==> src/sv/frgn_ram.sv <==
// ----------------------------------------------------------------------------
// frgn_ram
// generic single-write single-read ram with registered read data
// ----------------------------------------------------------------------------
module frgn_ram #(
    parameter int WIDTH = 8,
    parameter int DEPTH = 16
) (
    input  logic                     i_clk,
    input  logic                     i_we,
    input  logic [$clog2(DEPTH)-1:0] i_waddr,
    input  logic [WIDTH-1:0]         i_wdata,
    input  logic [$clog2(DEPTH)-1:0] i_raddr,
    output logic [WIDTH-1:0]         o_rdata
);
    logic [WIDTH-1:0] r_mem [DEPTH];
    logic [WIDTH-1:0] r_rdata;

    always_ff @(posedge i_clk) begin
        if (i_we) begin
            r_mem[i_waddr] <= i_wdata;
        end
        r_rdata <= r_mem[i_raddr];
    end

    assign o_rdata = r_rdata;
endmodule

==> config.mk <==
export PLATFORM = sky130hd
export DESIGN_NAME = frgn_ram
export DESIGN_NICKNAME = d
export VERILOG_FILES = /design/src/sv/frgn_ram.sv
export SDC_FILE = /design/constraint.sdc
export NUM_CORES = 1
export LEC_CHECK = 0
export ABC_AREA = 1
export BUFFER_PORTS_ARGS = -buffer_cell sky130_fd_sc_hd__buf_4
export CAP_MARGIN = 10
export CORE_MARGIN = 2
export CORE_UTILIZATION = 65
export CTS_CLUSTER_DIAMETER = 50
export CTS_CLUSTER_SIZE = 12
export DETAILED_ROUTE_END_ITERATION = 12
export GPL_ROUTABILITY_DRIVEN = 0
export HOLD_SLACK_MARGIN = 0.06
export MAX_ROUTING_LAYER = met4
export PLACE_DENSITY = 0.85
export SYNTH_ARGS = -nofsm -noshare
export SYNTH_HDL_FRONTEND = slang
export SYNTH_SLANG_ARGS = --single-unit
==> constraint.sdc <==
create_clock -name i_clk -period 2.4 [get_ports i_clk]
set_input_delay 0.36 -clock i_clk [delete_from_list [all_inputs] [get_ports i_clk]]
set_output_delay 0.36 -clock i_clk [all_outputs]
set_load 0.05 [all_outputs]
Word level (Yosys, flattened, before mapping)
Memories as Yosys holds them, arrays and structs flattened. A register that Yosys moved wholly into a read port is not among the register bits.
Cells that the tools add are included.

word-level totals
  latch bits = 0
  ROM bits = 0
  register bits after elaboration = 0
  memories kept = 1
  output and inout bits = 8
  word-level logic and storage cells = 3
  bits in writable memories = 128

cells by class
  divide/modulo/power cells = 0
  muxes and demuxes = 2
  equal/unequal tests = 0
  shift operators = 0
  $add $sub $neg = 0
  reductions and logical operators = 0
  bitwise gates (word level) = 0
  $mul = 0
  order comparisons = 0

memories
  memory  words  bits a word  read ports  clocked after Yosys merged registers in  write ports  line  source
  r_mem   16     8            1           1                                        1            16    logic [WIDTH-1:0] r_mem [DEPTH];

operators by type and width
  kind               number
  two-way mux 1 bit  2

Logic depth before layout (Yosys ltp)
Gate-level depths: netlist of the first run.

  depth in word-level cells = 2
  gate-level depth with buffers = 8

Least setup slack after synthesis of the first run
Ideal clock, no wire load.

  kind = in2reg
  from = input port i_waddr[2]
  to = memory r_mem[10][0] (enable)
  setup slack = 1089 ps
  library setup time = 370 ps
  data arrival time = 941 ps
  data required time = 2030 ps
  cell stages on the path = 2
  buffers on the path = 0
  cells stage by stage = nand3b_1 > nor2_1

RTL lines
  what             line  source
  start, declared  11    input logic [$clog2(DEPTH)-1:0] i_waddr,
  end, declared    16

No word-level cell before the write port.

Final worst setup path of the first run
  from = register r_rdata[1] (netlist: o_rdata[1]), read port of r_mem
  to = output port o_rdata[1]

RTL lines
  what             line  source
  start, declared  17    logic [WIDTH-1:0] r_rdata;
  end, declared    14    output logic [WIDTH-1:0] o_rdata

No word-level cell between the ends.

==> flow_summary.yaml, run 1 <==
synth:
  synth_compound_area_share_pct: 0
  synth_top_family_by_area: "simple AND/OR/NAND/NOR gates"
  netlist-cell-type-count: 12
  avgSynthCellArea_sq_um: 10.5
  synthSimpleGateAreaFrac_pct: 21.0
  syn_nets: 569
  muxShareOfSynthArea_pct: 0
  synth_xor_xnor_area_share_pct: 0
  syn_area_sq_um: 5770
  synth.top_cells.by_area: "edfxtp_1 67%, nand2_1 11%, nand3_1 8.4%"
  synth-adder-area-share_pct: 0
  synthCells: 551
  yosys.area.top_type_share_pct: 66.7
  ys_seq_area_share_pct: 69.4
  synth_seq_cells: 136
  synth_top_cell_by_area: "edfxtp_1"
  ys.warnings.count: 0
clocking:
  cts_setup_buffers: 0
  clock-root-buffer: "clkbuf_8"
  clock_path_buffers: 2
  cts-htree-levels: 4
  holdBufCountCts: 0
  cts_tree: "built"
  cts_made_buffers: 17
  cts.reportedPaths.clkPinSlew_ns: 0.06
  cts-resized-gates: 0
  clkLatencyLatePin_ns: 0.52
  clock-sinks: 136
pwr:
  power.internal_uw: 4240
  comb_power_share_pct: 7.0
  leakagePower_uw: 0.00282
  report.power.total_uw: 5520
  clkPwrFrac_pct: 44.6
  switching_share_pct: 23.2
  power.density_nw_per_um2: 846
  p_switching_uw: 1280
  p_seq_share_pct: 48.5
  vdd.ir_drop.worst_v: 0.000581
finish:
  area_delta_synth_final_pct: 13.1
  finish.instance_area_sq_um: 6520
  n_antenna_cell: 0
  drive_gt1_share_pct: 10.2
  final_nets: 592
floorplanning:
  die_h_um: 98.2
  die_w_um: 98.2
  start_util_pct: 66.5
  die-area_sq_um: 9640
  num_rows: 34
  core_region_area_sq_um: 8680
  boundaryPins: 26
global_routing:
  grt_pass1_vias: 3819
  grt_max_degree: 65
  grt_antenna_before_repair: 0
  grtUsageTotal_pct: 29.4
  grt_overflow: 0
  grt_pass1_wl_um: 20500
hold_path:
  min_from: "i_raddr[3]"
  hold_depth: 3
  hp-class: "input port to register"
  hold_end: "o_rdata[1]"
routing:
  firstDrtPassIters: 7
  drtAntennaViolNets: 0
  wl_per_cell_um: 18.3
  drc_errors: 0
  drt_iter0_drc: 503
  viasPerCell: 5.71
  vias: 3971
  routed_wl_um: 12700
timing:
  final_max_slew_viol_count: 0
  worstMarginPinSlew_ns: 0.853
  min_period_over_period_pct: 60.2
  finalSetupViolCount: 0
  max_freq_mhz: 693
  rsz0062_at_grt: "no"
  period_minus_slack_ns: 1.44
  slew_headroom_pct: 42.9
  skew_ns: 0.00579
  hold_viol_final: 0
  fin_setup_tns_ns: 0
worst_setup_path:
  path_max_fanout: 1
  r2r_start: "r_mem[3][7]"
  worstSetupEndpointType: "output pin"
  critPathLaunch: "o_rdata[1]"
  critPathBufInv: 1
  cp-start-kind: "register"
  slowest_delay_ns: 0.35
  path_class: "register to output pin"
  cpLargestDelayFamily: "flip-flops"
  rrSetupSlack_ns: 1.28
  cp.required_ns: 2.04
  arrival_ns: 1.08
  worstRegToRegCells: 6
  crit_path_top_delay_cell: "dfxtp_1"
  cp_cell_sequence: "buf_4"
  r2r_end: "o_rdata[7]"
place:
  port_buffers: 25
  dpl.hpwl_um: 7610
  place_area_sq_um: 5960
run:
  maxCapViolations: 0
run_status:
  status: "completed"
## state kept, by name, summed over array words and instances, names as in the netlist
register  count
o_rdata       8
r_mem       128
## worst min-delay path: stages
cell and delay [ns]:
buf_4 0.14, nand3_1 0.08, nand2_1 0.05
## cell families (layout without fill, tap and decap cells)
logic type	after synthesis	in the layout
AND/OR/NAND/NOR	289	289
flip-flops	136	136
buffers and inverters	126	162
## cells in the final DEF (no fill, tap or decap), drive strengths merged
cell      synthesis  routed
dfxtp             8       8
nor2             17      17
clkbuf            0      18
nand2           173     173
nand3            97      97
buf              24      28
clkinv            0       4
bufinv            0       2
clkinvlp          0       5
nand3b            2       2
inv             102     105
edfxtp          128     128
## power groups by stage
stage	registers, uW	logic [uW]	clock network [uW]
2_1_floorplan	2770	187	0
3_3_place_gp	2720	364	0
3_5_place_dp	2720	374	0
4_1_cts	2670	380	2460
5_1_grt	2680	416	2570
6_report	2670	385	2460
## metal layers
metal | global-route usage [%] | wire (um) | vias up
met1 | 40.4 | 4860 | 1825
met2 | 43.7 | 6000 | 292
met3 | 7.95 | 1490 | 34
met5 | - | 0 | -
li1 | - | - | 1820
met4 | 9.80 | 373 | 0
## cell usage after synthesis
| cell | n |
|---|---|
| buf_1 | 1 |
| buf_2 | 13 |
| buf_4 | 4 |
| buf_6 | 6 |
| dfxtp_1 | 8 |
| edfxtp_1 | 128 |
| inv_1 | 100 |
| inv_2 | 2 |
| nand2_1 | 173 |
| nand3_1 | 97 |
| nand3b_1 | 2 |
| nor2_1 | 17 |
## layout make-up
type	count	area, sq um
sequential	136	4000
fill	549	2160
multi-input combinational	289	1210
clock buffer	18	418
inverter	102	383
timing repair buffer	28	223
clock inverter	14	146
tap	108	135
## how the worst max path moves through the flow
stage,end,slack [ns],depth (start not counted)
6_report,o_rdata[1],0.96,1
5_1_grt,o_rdata[5],0.93,1
4_1_cts,o_rdata[5],0.93,1
3_5_place_dp,r_mem[5][5],0.64,3
3_3_place_gp,r_mem[13][0],0.69,3
2_1_floorplan,r_mem[10][0],1.09,2
## stage by stage
stage / util, % / cells / setup WS (ns) / hold WS [ns]
final: 75.2 / 695 / 0.956 / 0.152
after global routing: 75.2 / 695 / 0.925 / 0.168
after CTS: 75.2 / 695 / 0.935 / 0.140
after detailed placement: 68.7 / 663 / 0.644 / 0.645
after global placement: 68.7 / 663 / 0.689 / 0.645
after floorplan: - / 551 / 1.09 / 0.459
No activity file was read; power rests on OpenSTA's default activity.
==> run 2: changes to the inputs <==
--- a/config.mk
+++ b/config.mk
@@ -9,14 +9,14 @@
 export BUFFER_PORTS_ARGS = -buffer_cell sky130_fd_sc_hd__buf_4
 export CAP_MARGIN = 10
 export CORE_MARGIN = 2
-export CORE_UTILIZATION = 65
+export CORE_UTILIZATION = 55
 export CTS_CLUSTER_DIAMETER = 50
 export CTS_CLUSTER_SIZE = 12
 export DETAILED_ROUTE_END_ITERATION = 12
 export GPL_ROUTABILITY_DRIVEN = 0
 export HOLD_SLACK_MARGIN = 0.06
 export MAX_ROUTING_LAYER = met4
-export PLACE_DENSITY = 0.85
+export PLACE_DENSITY = 0.76
 export SYNTH_ARGS = -nofsm -noshare
 export SYNTH_HDL_FRONTEND = slang
 export SYNTH_SLANG_ARGS = --single-unit
==> constraint.sdc (replaced) <==
create_clock -name i_clk -period 1.2 [get_ports i_clk]
set_input_delay 0.18 -clock i_clk [delete_from_list [all_inputs] [get_ports i_clk]]
set_output_delay 0.18 -clock i_clk [all_outputs]
set_load 0.05 [all_outputs]
==> run 2 against run 1 <==
The run now ends with setup timing left. Utilization is 6.8 points lower. Largest power group is now clock. Highest routed layer unchanged. Die area up 17%. Largest cell class unchanged. Clock skew rose by 0.0017 ns. Sequential power increased by 100%.
==> flow_summary.yaml, run 2 (same netlist as run 1, synthesis figures left out) <==
timing:
  hold_viol_final: 0
  finalSetupViolCount: 3
  min_period_over_period_pct: 101
  max_freq_mhz: 828
  skew_ns: 0.00747
  rsz0062_at_grt: "yes"
  period_minus_slack_ns: 1.21
  hold_slack_ns: 0.185
  worstMarginPinSlew_ns: 0.300
  slew_headroom_pct: 80.0
  final_max_slew_viol_count: 0
  timing.final.ws_setup_ns: -0.00774
floorplanning:
  core_region_area_sq_um: 10200
  start_util_pct: 56.4
  boundaryPins: 26
  die-area_sq_um: 11300
  die_w_um: 106
  num_rows: 37
  die_h_um: 106
finish:
  fillers: 733
  drive_gt1_share_pct: 13.8
  largest-register: "r_mem"
  n_antenna_cell: 0
  area_delta_synth_final_pct: 21.2
  largest_register_ffs: 128
  mostFrequentLayoutCells: "173 x nand2_1, 128 x edfxtp_1, 100 x inv_1"
  finish.instance_area_sq_um: 6990
  final_common_cell: "nand2_1"
  final_nets: 622
routing:
  viasPerCell: 5.30
  firstDrtPassIters: 5
  routed_wl_um: 13300
  drtAntennaViolNets: 0
  vias: 3992
  drt_iter0_drc: 313
  drc_errors: 0
  wl_per_cell_um: 17.7
pwr:
  power.internal_uw: 9190
  power.density_nw_per_um2: 1680
  vdd.ir_drop.worst_v: 0.00124
  switching_share_pct: 21.6
  leakagePower_uw: 0.00304
  comb_power_share_pct: 7.5
  p_switching_uw: 2530
  clkPwrFrac_pct: 46.8
  p_seq_share_pct: 45.7
global_routing:
  grtUsageTotal_pct: 25.8
  grt_overflow: 0
  grt_max_degree: 33
  grt_pass1_vias: 3897
  grt_pass1_wl_um: 20600
  grt_antenna_before_repair: 0
worst_setup_path:
  arrival_ns: 1.03
  worstSetupEndpointType: "output pin"
  cpLargestDelayFamily: "flip-flops"
  cp_cell_sequence: "buf_8"
  path_class: "register to output pin"
  cp-start-kind: "register"
  crit_path_top_delay_cell: "dfxtp_4"
  path_max_fanout: 1
  critPathBufInv: 1
  cp.required_ns: 1.02
  slowest_delay_ns: 0.36
hold_path:
  hp-class: "input port to register"
place:
  port_buffers: 25
  dpl.hpwl_um: 8010
  place_area_sq_um: 6230
run_status:
  status: "complete, but fails checks"
  violations: "setup timing"
clocking:
  cts_setup_buffers: 0
  clock-sinks: 136
  cts_made_buffers: 17
  cts-htree-levels: 4
  clock_path_buffers: 2
  cts_tree: "built"
  cts.reportedPaths.clkPinSlew_ns: 0.06
  clock-root-buffer: "clkbuf_8"
  clkLatencyLatePin_ns: 0.52
run:
  maxCapViolations: 0
run 2: changes by cell type in the layout (fill, tap and decap cells not counted), sizes merged:
cell,previous run,this run
buf,28,49
dlygate4sd3,0,9
bufinv,2,5
clkinvlp,5,3
inv,105,103
clkbuf,18,19
run 2: power groups by stage:
stage               logic [uW]  registers [uW]  clock network, uW
floorplan                  375            5540                  0
global placement           795            5440                  0
detailed placement         813            5450                  0
CTS                        876            5360               5510
global route               947            5370               5710
finish                     880            5360               5480
run 2: routing by layer:
layer / vias up / part of all wire, % / global-route usage [%]
li1: 1876 / - / -
met3: 52 / 6.9 / 5.33
met4: 0 / 3.9 / 12.4
met5: - / 0 / -
met1: 1859 / 38 / 31.1
met2: 205 / 51 / 41.7
run 2: repair_timing:
item,4_1_cts,5_1_grt
hold buffers,9,0
endpoints found under the hold margin,136,0
resized for setup,16,3
gates cloned,0,0
endpoints found under the setup margin,8,6
run 2: worst reg2reg max path, stage by stage (launching register included):
cell and delay, ns:
edfxtp_1 0.38, inv_1 0.08, nand2_1 0.09, nand3_1 0.11
nand3_1 0.10, nand3_1 0.15, nand2_1 0.09
run 2: per-stage QoR:
| stage | utilization (%) | cells | TNS, ns | setup slack, ns | total power [uW] |
|---|---|---|---|---|---|
| final | 68.3 | 753 | -0.0109 | -0.00774 | 11700 |
| after global placement | 60.9 | 712 | 0 | 0.00860 | 6240 |
| after detailed placement | 60.9 | 712 | -0.235 | -0.0265 | 6260 |
| after global routing | 68.3 | 753 | -0.0695 | -0.0274 | 12000 |
| after CTS | 68.3 | 753 | -0.0502 | -0.0214 | 11700 |
| after floorplan | - | 551 | 0 | 0.0692 | 5920 |
run 2: final timing paths:
kind         cells past startpoint          to  slack, ns         start
max                              1  o_rdata[0]     -0.008    o_rdata[0]
min                              6  o_rdata[0]       0.19    i_raddr[2]
max reg2reg                      6  o_rdata[5]       0.10   r_mem[6][5]
min reg2reg                      6  o_rdata[7]       0.68  r_mem[14][7]
run 2: area by class of cell:
cell class / count / area [sq um] / share of cell area (%)
flip-flops and latches: 136 / 4020 / 57.4
multi-input cells: 289 / 1210 / 17.4
repair buffers: 58 / 587 / 8.39
clock buffers: 19 / 422 / 6.03
inverters: 102 / 383 / 5.48
clock inverters: 13 / 201 / 2.88
well taps: 136 / 170 / 2.43
